### config.mk
export PLATFORM = sky130hd
export DESIGN_NAME = threshold_run_gap_tracker_top_flat
export DESIGN_NICKNAME = d
export VERILOG_FILES = /design/src/trk_pkg.sv /design/src/trk_if.sv /design/src/trk_fifo.sv /design/src/trk_front.sv /design/src/trk_back.sv /design/src/threshold_run_gap_tracker_top.sv /design/src/flat_wrapper.sv
export SDC_FILE = /design/constraint.sdc
export NUM_CORES = 1
export LEC_CHECK = 0
export BUFFER_PORTS_ARGS = -buffer_cell sky130_fd_sc_hd__buf_2
export CAP_MARGIN = 25
export CORE_MARGIN = 2
export CORE_UTILIZATION = 49
export DETAILED_ROUTE_END_ITERATION = 6
export PLACE_DENSITY = 0.64
export SYNTH_ARGS = -nofsm -noshare
export SYNTH_HDL_FRONTEND = slang
export SYNTH_HIERARCHICAL = 1
export SYNTH_SLANG_ARGS = --single-unit
### constraint.sdc
create_clock -name clk -period 5.5 [get_ports clk]
set_input_delay 1.1 -clock clk [delete_from_list [all_inputs] [get_ports clk]]
set_output_delay 1.1 -clock clk [all_outputs]
set_load 0.02 [all_outputs]
### src/trk_pkg.sv
package trk_pkg;

  localparam int POS_W       = 15;
  localparam int CNT_W       = 14;
  localparam int LIMIT_W     = 16;
  localparam int MAX_SAMPLES = 16384;
  localparam int POS_CAP_I   = (MAX_SAMPLES < 32767) ? MAX_SAMPLES : 32767;
  localparam logic [POS_W-1:0] POS_CAP     = POS_W'(POS_CAP_I);
  localparam logic [CNT_W-1:0] RUN_CAP     = {CNT_W{1'b1}};
  localparam logic [POS_W-1:0] GAP_INIT    = {POS_W{1'b1}};
  localparam logic [LIMIT_W-1:0] LIMIT_RESET = LIMIT_W'(800);

  // queue between front and back
  localparam int Q_DEPTH = 4;
  localparam int Q_AW    = $clog2(Q_DEPTH);

  // record kinds
  localparam logic KIND_RUN     = 1'b0;
  localparam logic KIND_SUMMARY = 1'b1;

  // event passed from the front to the back
  typedef struct packed {
    logic             has_close;
    logic             fin;
    logic [POS_W-1:0] start;
    logic [POS_W-1:0] stop;
  } evt_t;

  // queue status seen by both sides
  typedef struct packed {
    logic full;
    logic empty;
  } q_stat_t;

endpackage

### src/trk_if.sv
interface trk_in_if;
  logic                             valid;
  logic                             ready;
  logic signed [trk_pkg::LIMIT_W-1:0] sample;
  logic                             final_sample;

  modport source (output valid, sample, final_sample, input ready);
  modport sink   (input valid, sample, final_sample, output ready);
endinterface

interface trk_cfg_if;
  logic                             valid;
  logic                             ready;
  logic signed [trk_pkg::LIMIT_W-1:0] level_limit;

  modport source (output valid, level_limit, input ready);
  modport sink   (input valid, level_limit, output ready);
endinterface

interface trk_out_if;
  logic                           valid;
  logic                           ready;
  logic                           record_kind;
  logic [trk_pkg::POS_W-1:0]      run_first;
  logic [trk_pkg::POS_W-1:0]      run_last;
  logic [trk_pkg::POS_W-1:0]      gap_to_previous;
  logic [trk_pkg::CNT_W-1:0]      runs_found;
  logic [trk_pkg::POS_W-1:0]      pair_a_first;
  logic [trk_pkg::POS_W-1:0]      pair_a_last;
  logic [trk_pkg::POS_W-1:0]      pair_b_first;
  logic [trk_pkg::POS_W-1:0]      pair_b_last;
  logic                           pair_valid;
  logic                           last_of_burst;

  modport source (output valid, record_kind, run_first, run_last, gap_to_previous,
                  runs_found, pair_a_first, pair_a_last, pair_b_first, pair_b_last,
                  pair_valid, last_of_burst, input ready);
  modport sink   (input valid, record_kind, run_first, run_last, gap_to_previous,
                  runs_found, pair_a_first, pair_a_last, pair_b_first, pair_b_last,
                  pair_valid, last_of_burst, output ready);
endinterface

### src/trk_fifo.sv
module trk_fifo (
  input  logic              clk,
  input  logic              rst_n,
  input  logic              push,
  input  trk_pkg::evt_t     push_data,
  input  logic              pop,
  output trk_pkg::evt_t     pop_data,
  output trk_pkg::q_stat_t  stat
);

  trk_pkg::evt_t                mem_r [trk_pkg::Q_DEPTH];
  logic [trk_pkg::Q_AW-1:0]     wr_ptr_r, wr_ptr_nxt;
  logic [trk_pkg::Q_AW-1:0]     rd_ptr_r, rd_ptr_nxt;
  logic [trk_pkg::Q_AW:0]       count_r, count_nxt;

  assign stat.full  = (count_r == (trk_pkg::Q_AW+1)'(trk_pkg::Q_DEPTH));
  assign stat.empty = (count_r == '0);
  assign pop_data   = mem_r[rd_ptr_r];

  // advance pointers and occupancy
  always_comb begin
    wr_ptr_nxt = push ? wr_ptr_r + 1'b1 : wr_ptr_r;
    rd_ptr_nxt = pop  ? rd_ptr_r + 1'b1 : rd_ptr_r;
    count_nxt  = count_r;
    if (push && !pop) begin
      count_nxt = count_r + 1'b1;
    end else if (pop && !push) begin
      count_nxt = count_r - 1'b1;
    end
  end

  always_ff @(posedge clk) begin
    if (!rst_n) begin
      wr_ptr_r <= '0;
      rd_ptr_r <= '0;
      count_r  <= '0;
    end else begin
      wr_ptr_r <= wr_ptr_nxt;
      rd_ptr_r <= rd_ptr_nxt;
      count_r  <= count_nxt;
    end
  end

  // store entry
  always_ff @(posedge clk) begin
    if (push) begin
      mem_r[wr_ptr_r] <= push_data;
    end
  end

endmodule

### src/trk_front.sv
module trk_front (
  input  logic              clk,
  input  logic              rst_n,
  trk_in_if.sink            in_ch,
  trk_cfg_if.sink           cfg_ch,
  input  trk_pkg::q_stat_t  q_stat,
  output logic              push,
  output trk_pkg::evt_t     push_data
);

  logic signed [trk_pkg::LIMIT_W-1:0] limit_r;
  logic [trk_pkg::POS_W-1:0]          position_r, position_nxt;
  logic                               inside_r, inside_nxt;
  logic [trk_pkg::POS_W-1:0]          open_start_r, open_start_nxt;

  logic                               accept;
  logic                               below;
  logic [trk_pkg::POS_W-1:0]          pos_inc;

  assign cfg_ch.ready = 1'b1;
  assign in_ch.ready  = !q_stat.full;
  assign accept       = in_ch.valid && in_ch.ready;

  assign below   = (in_ch.sample <= limit_r);
  assign pos_inc = (position_r < trk_pkg::POS_CAP) ? position_r + 1'b1 : position_r;

  // classify the sample and update run tracking
  always_comb begin
    push_data.has_close = 1'b0;
    push_data.fin       = in_ch.final_sample;
    push_data.start     = open_start_r;
    push_data.stop      = pos_inc;
    position_nxt        = pos_inc;
    inside_nxt          = 1'b0;
    open_start_nxt      = open_start_r;
    if (below) begin
      if (!inside_r) begin
        push_data.start = pos_inc;
      end
      push_data.has_close = in_ch.final_sample;
      inside_nxt          = 1'b1;
      open_start_nxt      = push_data.start;
    end else if (inside_r) begin
      push_data.has_close = 1'b1;
      push_data.stop      = pos_inc - 1'b1;
    end
    // end of sequence: start over
    if (in_ch.final_sample) begin
      position_nxt   = '0;
      inside_nxt     = 1'b0;
      open_start_nxt = '0;
    end
  end

  // drop items that cause no record
  assign push = accept && (push_data.has_close || push_data.fin);

  always_ff @(posedge clk) begin
    if (!rst_n) begin
      limit_r      <= trk_pkg::LIMIT_RESET;
      position_r   <= '0;
      inside_r     <= 1'b0;
      open_start_r <= '0;
    end else begin
      if (cfg_ch.valid) begin
        limit_r <= cfg_ch.level_limit;
      end
      if (accept) begin
        position_r   <= position_nxt;
        inside_r     <= inside_nxt;
        open_start_r <= open_start_nxt;
      end
    end
  end

endmodule

### src/trk_back.sv
module trk_back (
  input  logic              clk,
  input  logic              rst_n,
  input  trk_pkg::q_stat_t  q_stat,
  input  trk_pkg::evt_t     pop_data,
  output logic              pop,
  trk_out_if.source         out_ch
);

  logic [trk_pkg::POS_W-1:0] prior_start_r, prior_start_nxt;
  logic [trk_pkg::POS_W-1:0] prior_end_r, prior_end_nxt;
  logic [trk_pkg::CNT_W-1:0] run_total_r, run_total_nxt;
  logic [trk_pkg::POS_W-1:0] best_gap_r, best_gap_nxt;
  logic [trk_pkg::POS_W-1:0] pa_first_r, pa_first_nxt;
  logic [trk_pkg::POS_W-1:0] pa_last_r, pa_last_nxt;
  logic [trk_pkg::POS_W-1:0] pb_first_r, pb_first_nxt;
  logic [trk_pkg::POS_W-1:0] pb_last_r, pb_last_nxt;
  logic                      pend_sum_r, pend_sum_nxt;

  logic                      valid_r, valid_nxt;
  logic                      kind_r, kind_nxt;
  logic [trk_pkg::POS_W-1:0] first_r, first_nxt;
  logic [trk_pkg::POS_W-1:0] last_r, last_nxt;
  logic [trk_pkg::POS_W-1:0] gap_r, gap_nxt;
  logic [trk_pkg::CNT_W-1:0] found_r, found_nxt;
  logic [trk_pkg::POS_W-1:0] oa_first_r, oa_first_nxt;
  logic [trk_pkg::POS_W-1:0] oa_last_r, oa_last_nxt;
  logic [trk_pkg::POS_W-1:0] ob_first_r, ob_first_nxt;
  logic [trk_pkg::POS_W-1:0] ob_last_r, ob_last_nxt;
  logic                      pvalid_r, pvalid_nxt;
  logic                      lob_r, lob_nxt;

  logic                      slot_free;
  logic                      do_close;
  logic                      do_sum;
  logic [trk_pkg::POS_W-1:0] gap;
  logic                      pair_ok;

  assign slot_free = !valid_r || out_ch.ready;
  assign pop       = slot_free && !pend_sum_r && !q_stat.empty;
  assign do_close  = pop && pop_data.has_close;
  assign do_sum    = slot_free && (pend_sum_r || (pop && !pop_data.has_close));
  assign gap       = (run_total_r != '0) ? pop_data.start - prior_end_r : '0;
  assign pair_ok   = (run_total_r >= trk_pkg::CNT_W'(2));

  // close runs, track the closest pair, build records
  always_comb begin
    prior_start_nxt = prior_start_r;
    prior_end_nxt   = prior_end_r;
    run_total_nxt   = run_total_r;
    best_gap_nxt    = best_gap_r;
    pa_first_nxt    = pa_first_r;
    pa_last_nxt     = pa_last_r;
    pb_first_nxt    = pb_first_r;
    pb_last_nxt     = pb_last_r;
    pend_sum_nxt    = pend_sum_r;

    valid_nxt    = slot_free ? 1'b0 : valid_r;
    kind_nxt     = kind_r;
    first_nxt    = first_r;
    last_nxt     = last_r;
    gap_nxt      = gap_r;
    found_nxt    = found_r;
    oa_first_nxt = oa_first_r;
    oa_last_nxt  = oa_last_r;
    ob_first_nxt = ob_first_r;
    ob_last_nxt  = ob_last_r;
    pvalid_nxt   = pvalid_r;
    lob_nxt      = lob_r;

    if (do_close) begin
      if ((run_total_r != '0) && (gap < best_gap_r)) begin
        best_gap_nxt = gap;
        pa_first_nxt = prior_start_r;
        pa_last_nxt  = prior_end_r;
        pb_first_nxt = pop_data.start;
        pb_last_nxt  = pop_data.stop;
      end
      if (run_total_r < trk_pkg::RUN_CAP) begin
        run_total_nxt = run_total_r + 1'b1;
      end
      prior_start_nxt = pop_data.start;
      prior_end_nxt   = pop_data.stop;
      pend_sum_nxt    = pop_data.fin;

      valid_nxt    = 1'b1;
      kind_nxt     = trk_pkg::KIND_RUN;
      first_nxt    = pop_data.start;
      last_nxt     = pop_data.stop;
      gap_nxt      = gap;
      found_nxt    = '0;
      oa_first_nxt = '0;
      oa_last_nxt  = '0;
      ob_first_nxt = '0;
      ob_last_nxt  = '0;
      pvalid_nxt   = 1'b0;
      lob_nxt      = !pop_data.fin;
    end else if (do_sum) begin
      valid_nxt    = 1'b1;
      kind_nxt     = trk_pkg::KIND_SUMMARY;
      first_nxt    = '0;
      last_nxt     = '0;
      gap_nxt      = '0;
      found_nxt    = run_total_r;
      oa_first_nxt = pair_ok ? pa_first_r : '0;
      oa_last_nxt  = pair_ok ? pa_last_r  : '0;
      ob_first_nxt = pair_ok ? pb_first_r : '0;
      ob_last_nxt  = pair_ok ? pb_last_r  : '0;
      pvalid_nxt   = pair_ok;
      lob_nxt      = 1'b1;

      // clear the sequence
      pend_sum_nxt    = 1'b0;
      prior_start_nxt = '0;
      prior_end_nxt   = '0;
      run_total_nxt   = '0;
      best_gap_nxt    = trk_pkg::GAP_INIT;
      pa_first_nxt    = '0;
      pa_last_nxt     = '0;
      pb_first_nxt    = '0;
      pb_last_nxt     = '0;
    end
  end

  // control and tracking state
  always_ff @(posedge clk) begin
    if (!rst_n) begin
      valid_r       <= 1'b0;
      pend_sum_r    <= 1'b0;
      prior_start_r <= '0;
      prior_end_r   <= '0;
      run_total_r   <= '0;
      best_gap_r    <= trk_pkg::GAP_INIT;
      pa_first_r    <= '0;
      pa_last_r     <= '0;
      pb_first_r    <= '0;
      pb_last_r     <= '0;
    end else begin
      valid_r       <= valid_nxt;
      pend_sum_r    <= pend_sum_nxt;
      prior_start_r <= prior_start_nxt;
      prior_end_r   <= prior_end_nxt;
      run_total_r   <= run_total_nxt;
      best_gap_r    <= best_gap_nxt;
      pa_first_r    <= pa_first_nxt;
      pa_last_r     <= pa_last_nxt;
      pb_first_r    <= pb_first_nxt;
      pb_last_r     <= pb_last_nxt;
    end
  end

  // output payload
  always_ff @(posedge clk) begin
    kind_r     <= kind_nxt;
    first_r    <= first_nxt;
    last_r     <= last_nxt;
    gap_r      <= gap_nxt;
    found_r    <= found_nxt;
    oa_first_r <= oa_first_nxt;
    oa_last_r  <= oa_last_nxt;
    ob_first_r <= ob_first_nxt;
    ob_last_r  <= ob_last_nxt;
    pvalid_r   <= pvalid_nxt;
    lob_r      <= lob_nxt;
  end

  assign out_ch.valid           = valid_r;
  assign out_ch.record_kind     = kind_r;
  assign out_ch.run_first       = first_r;
  assign out_ch.run_last        = last_r;
  assign out_ch.gap_to_previous = gap_r;
  assign out_ch.runs_found      = found_r;
  assign out_ch.pair_a_first    = oa_first_r;
  assign out_ch.pair_a_last     = oa_last_r;
  assign out_ch.pair_b_first    = ob_first_r;
  assign out_ch.pair_b_last     = ob_last_r;
  assign out_ch.pair_valid      = pvalid_r;
  assign out_ch.last_of_burst   = lob_r;

endmodule

### src/threshold_run_gap_tracker_top.sv
// Run and gap tracker over a stream of signed 16-bit samples.
// in_ch carries one sample per item plus final_sample on the last one of a
// sequence. out_ch carries run records (record_kind 0) as runs close and one
// summary record (record_kind 1) after the final sample; last_of_burst marks
// the last record caused by one input item. cfg_ch writes level_limit and is
// always ready; write it only while the block is idle.
// Path of a record: front classify, 4-entry event queue, back output register.
// Throughput: one input item per cycle while each item causes at most one
// record and out_ch.ready stays high. A final sample that closes a run gives
// two records, which the back end emits one after the other from its single
// output register; the event queue absorbs the difference.
// Reset clears all run state, empties the queue and the output register and
// sets level_limit to 800. When the receiver stalls, the output record holds,
// the queue fills, and in_ch.ready drops once the queue is full.
module threshold_run_gap_tracker_top (
  input  logic        clk,
  input  logic        rst_n,
  trk_in_if.sink      in_ch,
  trk_cfg_if.sink     cfg_ch,
  trk_out_if.source   out_ch
);

  trk_pkg::q_stat_t q_stat;
  trk_pkg::evt_t    push_data;
  trk_pkg::evt_t    pop_data;
  logic             push;
  logic             pop;

  trk_front u_front (
    .clk       (clk),
    .rst_n     (rst_n),
    .in_ch     (in_ch),
    .cfg_ch    (cfg_ch),
    .q_stat    (q_stat),
    .push      (push),
    .push_data (push_data)
  );

  trk_fifo u_fifo (
    .clk       (clk),
    .rst_n     (rst_n),
    .push      (push),
    .push_data (push_data),
    .pop       (pop),
    .pop_data  (pop_data),
    .stat      (q_stat)
  );

  trk_back u_back (
    .clk      (clk),
    .rst_n    (rst_n),
    .q_stat   (q_stat),
    .pop_data (pop_data),
    .pop      (pop),
    .out_ch   (out_ch)
  );

endmodule
### src/flat_wrapper.sv
// flat-port wrapper written by rule: the top's interface ports become plain ports
module threshold_run_gap_tracker_top_flat 
  (clk, rst_n, in_ch_valid, in_ch_sample, in_ch_final_sample, in_ch_ready, cfg_ch_valid, cfg_ch_level_limit, cfg_ch_ready, out_ch_valid, out_ch_record_kind, out_ch_run_first, out_ch_run_last, out_ch_gap_to_previous, out_ch_runs_found, out_ch_pair_a_first, out_ch_pair_a_last, out_ch_pair_b_first, out_ch_pair_b_last, out_ch_pair_valid, out_ch_last_of_burst, out_ch_ready);
  trk_in_if in_ch_i ();
  trk_cfg_if cfg_ch_i ();
  trk_out_if out_ch_i ();
  input  logic clk;
  input  logic rst_n;
  input wire logic [$bits(in_ch_i.valid)-1:0] in_ch_valid;
  input wire logic [$bits(in_ch_i.sample)-1:0] in_ch_sample;
  input wire logic [$bits(in_ch_i.final_sample)-1:0] in_ch_final_sample;
  output wire logic [$bits(in_ch_i.ready)-1:0] in_ch_ready;
  input wire logic [$bits(cfg_ch_i.valid)-1:0] cfg_ch_valid;
  input wire logic [$bits(cfg_ch_i.level_limit)-1:0] cfg_ch_level_limit;
  output wire logic [$bits(cfg_ch_i.ready)-1:0] cfg_ch_ready;
  output wire logic [$bits(out_ch_i.valid)-1:0] out_ch_valid;
  output wire logic [$bits(out_ch_i.record_kind)-1:0] out_ch_record_kind;
  output wire logic [$bits(out_ch_i.run_first)-1:0] out_ch_run_first;
  output wire logic [$bits(out_ch_i.run_last)-1:0] out_ch_run_last;
  output wire logic [$bits(out_ch_i.gap_to_previous)-1:0] out_ch_gap_to_previous;
  output wire logic [$bits(out_ch_i.runs_found)-1:0] out_ch_runs_found;
  output wire logic [$bits(out_ch_i.pair_a_first)-1:0] out_ch_pair_a_first;
  output wire logic [$bits(out_ch_i.pair_a_last)-1:0] out_ch_pair_a_last;
  output wire logic [$bits(out_ch_i.pair_b_first)-1:0] out_ch_pair_b_first;
  output wire logic [$bits(out_ch_i.pair_b_last)-1:0] out_ch_pair_b_last;
  output wire logic [$bits(out_ch_i.pair_valid)-1:0] out_ch_pair_valid;
  output wire logic [$bits(out_ch_i.last_of_burst)-1:0] out_ch_last_of_burst;
  input wire logic [$bits(out_ch_i.ready)-1:0] out_ch_ready;
  assign in_ch_i.valid = in_ch_valid;
  assign in_ch_i.sample = in_ch_sample;
  assign in_ch_i.final_sample = in_ch_final_sample;
  assign in_ch_ready = in_ch_i.ready;
  assign cfg_ch_i.valid = cfg_ch_valid;
  assign cfg_ch_i.level_limit = cfg_ch_level_limit;
  assign cfg_ch_ready = cfg_ch_i.ready;
  assign out_ch_valid = out_ch_i.valid;
  assign out_ch_record_kind = out_ch_i.record_kind;
  assign out_ch_run_first = out_ch_i.run_first;
  assign out_ch_run_last = out_ch_i.run_last;
  assign out_ch_gap_to_previous = out_ch_i.gap_to_previous;
  assign out_ch_runs_found = out_ch_i.runs_found;
  assign out_ch_pair_a_first = out_ch_i.pair_a_first;
  assign out_ch_pair_a_last = out_ch_i.pair_a_last;
  assign out_ch_pair_b_first = out_ch_i.pair_b_first;
  assign out_ch_pair_b_last = out_ch_i.pair_b_last;
  assign out_ch_pair_valid = out_ch_i.pair_valid;
  assign out_ch_last_of_burst = out_ch_i.last_of_burst;
  assign out_ch_i.ready = out_ch_ready;
  threshold_run_gap_tracker_top u_core (.clk(clk), .rst_n(rst_n), .in_ch(in_ch_i), .cfg_ch(cfg_ch_i), .out_ch(out_ch_i));
endmodule
==> results of run 1 <==
layout make-up:
class / instances / area [µm²]
sequential: 427 / 10290
multi-input combinational: 967 / 6681
clock inverter: 26 / 226.5
clock buffer: 57 / 1234
inverter: 63 / 236.5
tap: 461 / 576.8
timing repair buffer: 187 / 1013
fill: 2992 / 15220
cells by family (layout without fill, tap and decap cells):
family / Yosys count / after routing / share of synthesized area [%]
DFF: 427 / 427 / 58.37
buffers and inverters: 146 / 333 / 3.974
xor gates and xnor gates: 51 / 51 / 2.534
and+or+nand+nor: 477 / 477 / 13.34
muxes: 52 / 52 / 5.280
AOI/OAI and AO/OA: 330 / 330 / 12.43
other: 1 / 1 / 0.02127
adders and majority gates: 56 / 56 / 4.060
routing by layer:
layer	GRT usage, %	vias up	wire length (µm)
li1	-	5836	-
met4	6.022	0	882
met3	3.166	56	1875
met2	34.56	279	19010
met5	0	-	0
met1	29.07	5747	18170
cell usage in the layout (no fill, tap or decap), types with 25 or more instances in the layout:
cell type	count
a22o_1	77
nand2_1	141
inv_1	61
dfxtp_1	252
buf_4	25
a21oi_1	134
clkbuf_16	47
ha_1	54
mux4_2	30
edfxtp_1	174
o21ai_0	46
xnor2_1	30
nor2_1	112
nand3_1	50
and2_1	55
buf_2	161
sequential cells by signal, summed over array words and instances (netlist names), 15 cells and up, named ones only:
signal and flops:
u_core/u_back/out_ch.gap_to_previous 15, u_core/u_back/best_gap_r 15, u_core/u_back/pa_last_r 15, u_core/u_back/out_ch.pair_b_last 15, u_core/u_back/out_ch.run_last 15, u_core/u_back/prior_end_r 15
u_core/u_front/open_start_r 15, u_core/u_back/out_ch.run_first 15, u_core/u_back/out_ch.pair_a_first 15, u_core/u_front/position_r 15, u_core/u_back/out_ch.pair_a_last 15, u_core/u_back/pb_first_r 15
u_core/u_back/out_ch.pair_b_first 15, u_core/u_back/pb_last_r 15, u_core/u_back/pa_first_r 15, u_core/u_back/prior_start_r 15, u_core/u_front/limit_r 16, u_core/u_fifo/mem_r 128
metrics by stage:
stage	instances	instance area, µm²
2_1_floorplan	1540	17630
3_3_place_gp	2104	18780
3_5_place_dp	2105	18800
4_1_cts	2188	20260
5_1_grt	2188	20260
6_report	2188	20260
power by group:
group,switching (mW),total [mW],internal [mW],leakage (nW)
Sequential,0.175,3.95,3.77,3.77
Clock,1.22,2.96,1.74,0.716
Combinational,2.11,3.05,0.938,3.51
Total,3.51,9.95,6.45,7.99
how the worst max path moves through the flow:
stage	startpoint	to	slack, ps	cells past startpoint
finish	flop	u_core/u_back/pb_last_r[5]	450	18
CTS	flop	u_core/u_back/best_gap_r[7]	330	15
floorplan	in_ch_sample[15]	u_core/u_fifo/count_r[2]	1080	14
detailed placement	flop	u_core/u_back/pb_first_r[0]	330	18
global placement	flop	u_core/u_back/pb_first_r[1]	490	18
global route	flop	u_core/u_back/pb_last_r[5]	100	18
repair_timing:
action | 4_1_cts | 5_1_grt
resized for setup | 0 | 1
buffers inserted | 0 | 0
setup endpoints to repair | 0 | 20
==> results_dict.tcl, run 1 <==
set metrics [dict create \
    status "complete, no violations" \
    antenna_found_initial 0 \
    ant_nets 0 \
    r2r.worst_path.cells 18 \
    worstPathArrival_ps 5520 \
    drive_gt1_share_pct 18.24 \
    num_vias 11918 \
    finalCritPeriodShare_pct 91.85 \
    dp_hpwl_mm 27.38 \
    grt_pass1_vias 11417 \
    slew-limit-headroom_pct 39.40 \
    clk_latency_ps 550 \
    maxCapViolCount 0 \
    hp-class "flop to flop" \
    syn_to_final_growth_pct 14.93 \
    worstPathCellList "buf_4 > mux4_2 > ha_1 > a21oi_1 > o21ai_0 > o21bai_1 > or4_1 > o2111ai_1 > nor2_1 > ha_1 > a211oi_1 > o21bai_1 > a2111oi_4 > o31ai_4 > nand2_1 > buf_4 > nand2_1 > a21oi_1" \
    ys.flop_type "dfxtp_1" \
    netlist_top_cells_count "dfxtp_1, edfxtp_1, nand2_1, a21oi_1, nor2_1" \
    cts_buffers 45 \
    total_power_mw 9.955 \
    port_buffers 161 \
    cts_tree "done" \
    ys_types 75 \
    min-delay-start "u_core/u_back/out_ch.pair_valid" \
    synthArstFlopShare_pct 0 \
    grt_max_degree 86 \
    place_ws_ps 334.0 \
    holdWs_ps 448.0 \
    crit_path_top_delay_cell "mux4_2" \
    ys_ff_latch 427 \
    die_y_um 193.7 \
    ios 163 \
    crit_fanout 30 \
    cts_sinks 427 \
    clockRootBuffer "clkbuf_16" \
    fin_tns_setup_ps 0 \
    rows 69 \
    diodes 0 \
    core-area_mm2 0.03548 \
    syn_nets 1634 \
    drc 0 \
    dieArea_mm2 0.03751 \
    grt_overflow 0 \
    synth_top_area_cell "edfxtp_1" \
    criticalPathCategory "flop to flop" \
    syn_area_mm2 0.01763 \
    firstDrtPassIters 5 \
    cts.path.max_buffers 3 \
    drt-total-wl_mm 39.94 \
    yosys_warnings 6 \
    nNetsFinal 1785 \
    synthTopCellsByArea "edfxtp_1, dfxtp_1, ha_1, mux4_2, a22o_1" \
    final_util_pct 57.10 \
    wl_per_cell_um 18.25 \
    hold_violations 0 \
    drt_iter0_markers 764 \
    hold_depth 1 \
    syn_area_per_cell_um2 11.45 \
    setup_ws_ps 448.5 \
    clock-skew-final_ps 14.70 \
    end_kind "flop" \
    fmax_mhz 198.0 \
    synthCells 1540 \
    hold-path-endpoint "u_core/u_back/out_ch.pair_valid" \
    yosysMostFrequentCell "dfxtp_1" \
    gp_congestion 0.8739 \
    powerDensity_mw_per_mm2 491.3 \
    synth_top_area_share_pct 29.64 \
    clk_pin_slew_ps 60 \
    htreeDepth 2 \
    required_ps 5970 \
    ff2ff_setup_slack_ps 450 \
    rsz0062_at_grt "false" \
    reg2reg_to "u_core/u_back/pb_last_r[5]" \
    cp_slowest_stage_delay_ps 560 \
    grt_pass1_wl_mm 63.29 \
    viasPerCell 5.447 \
    path_buf_inv 2 \
    worstMarginPinSlew_ps 909.0 \
    setup_viol 0 \
    ctsHoldBuffers 0 \
    synth_edf_count 174 \
    p_leak_nw 7.992 \
    start_kind "flop" \
    path_delay_family "compound AO/OA/AOI/OAI gates" \
    drv_slew 0 \
    ir_drop_mv 0.4152 \
    layout_min_cycle_time_ps 5051 \
    yosysSeqAreaShare_pct 58.37 \
    die_width_um 193.7 \
    start_util_pct 49.68 \
    grt_usage_pct 21.03 \
]
Power figures use the tool's default switching activity.
==> run 2, diff against run 1 <==
- CTS_BUF_LIST: default -> sky130_fd_sc_hd__clkbuf_4 sky130_fd_sc_hd__clkbuf_8
- SKIP_CTS_REPAIR_TIMING: default -> 1
==> run 2 against run 1 <==
- first-iteration DRC count is 3.8% higher
- sequential share of layout area is 0.057 points lower
- sequential power hardly changed
- via count is 1.4% higher
- routed wire length is 0.69% higher
- clock-buffer cell count is 58 higher
- design area is 0.11% higher
- clock skew is 26 ps higher
- clock power is 3% lower
- utilization is 0.063 points higher
- critical path depth stayed put
- critical endpoint is now u_core/u_back/pb_last_r[13]
- highest routed layer unchanged
==> results_dict.tcl, run 2 (same netlist as run 1, synthesis figures left out) <==
set metrics [dict create \
    clkPwrFrac_pct 29.0 \
    fmax_mhz 196.6 \
    diodes 0 \
    firstDrtPassIters 7 \
    clockRootBuffer "clkbuf_8" \
    grt_pass1_vias 11672 \
    fin_tns_setup_ps 0 \
    die_y_um 193.7 \
    syn_to_final_growth_pct 15.06 \
    cp-endpoint "u_core/u_back/pb_last_r[13]" \
    r2r.worst_path.cells 18 \
    setup_ws_ps 413.7 \
    layout_min_cycle_time_ps 5086 \
    final_common_cell "dfxtp_1" \
    powerDensity_mw_per_mm2 486.1 \
    hp-class "flop to flop" \
    num_vias 12088 \
    rsz0062_at_grt "false" \
    gp_congestion 0.8739 \
    switching_share_pct 35.55 \
    top_register "u_core/u_fifo/mem_r" \
    status "complete, no violations" \
    worstPathCellList "buf_4 > mux4_2 > ha_1 > a21oi_1 > o21ai_0 > o21bai_1 > or4_1 > o2111ai_1 > nor2_1 > ha_1 > a211oi_1 > o21bai_1 > a2111oi_4 > o31ai_4 > nand2_1 > buf_4 > nand2_1 > a21oi_1" \
    power.net_switching_mw 3.505 \
    hold_violations 0 \
    pwr-share-seq_pct 40.0 \
    clk_pin_slew_ps 60 \
    start_util_pct 49.68 \
    antenna_found_initial 0 \
    top_regs "u_core/u_fifo/mem_r x128, u_core/u_front/limit_r x16" \
    combPwrFrac_pct 30.9 \
    place_ws_ps 334.0 \
    nNetsFinal 1811 \
    grt_usage_pct 21.36 \
    largest_reg_flops 128 \
    port_buffers 161 \
    ff2ff_setup_slack_ps 410 \
    layout_common_cells "dfxtp_1, edfxtp_1, buf_2" \
    cts.path.max_buffers 3 \
    grt_max_degree 86 \
    dieArea_mm2 0.03751 \
    holdWs_ps 425.7 \
    cp_slowest_stage_delay_ps 560 \
    drv_slew 0 \
    reg2reg_to "u_core/u_back/pb_last_r[13]" \
    drt_iter0_markers 793 \
    postPlaceCellArea_mm2 0.01880 \
    ir_drop_mv 0.3221 \
    ios 163 \
    fill_cells 3003 \
    drt-total-wl_mm 40.21 \
    htreeDepth 3 \
    p_leak_nw 8.073 \
    core-area_mm2 0.03548 \
    fin_area_mm2 0.02028 \
    ant_nets 0 \
    cts_tree "done" \
    drc 0 \
    viasPerCell 5.411 \
    cts_buffers 71 \
    setup_viol 0 \
    maxCapViolCount 0 \
    cts_sinks 427 \
    grt_pass1_wl_mm 63.73 \
    required_ps 6030 \
    worstMarginPinSlew_ps 943.0 \
    wl_per_cell_um 18.00 \
    hold_depth 2 \
    finalCritPeriodShare_pct 92.48 \
    p_int_mw 6.356 \
    rows 69 \
    end_kind "flop" \
    clock-skew-final_ps 40.62 \
    crit_fanout 30 \
    clk_latency_ps 620 \
    start_kind "flop" \
    drive_gt1_share_pct 20.98 \
    slew-limit-headroom_pct 37.13 \
    grt_overflow 0 \
    die_width_um 193.7 \
    worstPathArrival_ps 5610 \
    crit_path_top_delay_cell "mux4_2" \
    criticalPathCategory "flop to flop" \
    final_util_pct 57.17 \
    dp_hpwl_mm 27.38 \
]
## run 2: critical path, delay by kind of cell (launching register included)
kind | cells | cell delay [ps]
adders and majority gates | 2 | 710
and+or+nand+nor | 4 | 760
DFF | 1 | 480
buffers and inverters | 2 | 600
AOI/OAI and AO/OA | 9 | 1860
muxes | 1 | 560
## run 2: final cells by class
type / count / area, µm² / area share, %
Sequential cell: 427 / 10290 / 50.75
Multi-Input combinational cell: 967 / 6681 / 32.94
Clock buffer: 115 / 1339 / 6.600
Timing Repair Buffer: 187 / 1013 / 4.996
Tap cell: 461 / 576.8 / 2.844
Inverter: 63 / 236.5 / 1.166
Clock inverter: 14 / 143.9 / 0.7093
## run 2: worst min path at each step
stage / to / startpoint / slack (ps)
6_report: u_core/u_back/pa_first_r[14] / u_core/u_back/prior_start_r[14] / 430
3_3_place_gp: u_core/u_back/out_ch.pair_valid / u_core/u_back/out_ch.pair_valid / 430
2_1_floorplan: u_core/u_back/pb_first_r[0] / u_core/u_back/pb_first_r[0] / 430
4_1_cts: u_core/u_back/pa_first_r[14] / u_core/u_back/prior_start_r[14] / 410
3_5_place_dp: u_core/u_back/out_ch.pair_valid / u_core/u_back/out_ch.pair_valid / 440
5_1_grt: u_core/u_back/out_ch.pair_a_first[9] / u_core/u_back/pa_first_r[9] / 440
## run 2: per-stage QoR
stage	cells	power [mW]
6_report	2234	9.861
5_1_grt	2234	10.41
4_1_cts	2234	9.957
3_5_place_dp	2105	7.066
3_3_place_gp	2104	6.999
2_1_floorplan	1540	6.137
## run 2: power groups by stage
stage	clock (mW)	combinational (mW)	sequential (mW)
6_report	2.86	3.05	3.95
5_1_grt	3.09	3.33	3.99
4_1_cts	2.95	3.06	3.95
3_5_place_dp	0	3.05	4.02
3_3_place_gp	0	2.98	4.02
2_1_floorplan	0	1.93	4.21
## run 2: layer usage
layer | global-route usage, % | up-vias | part of all wire [%]
li1 | - | 5902 | -
met1 | 28.84 | 5792 | 45
met2 | 34.43 | 336 | 48
met3 | 4.035 | 58 | 5.4
met4 | 7.916 | 0 | 2.1
met5 | 0 | - | 0
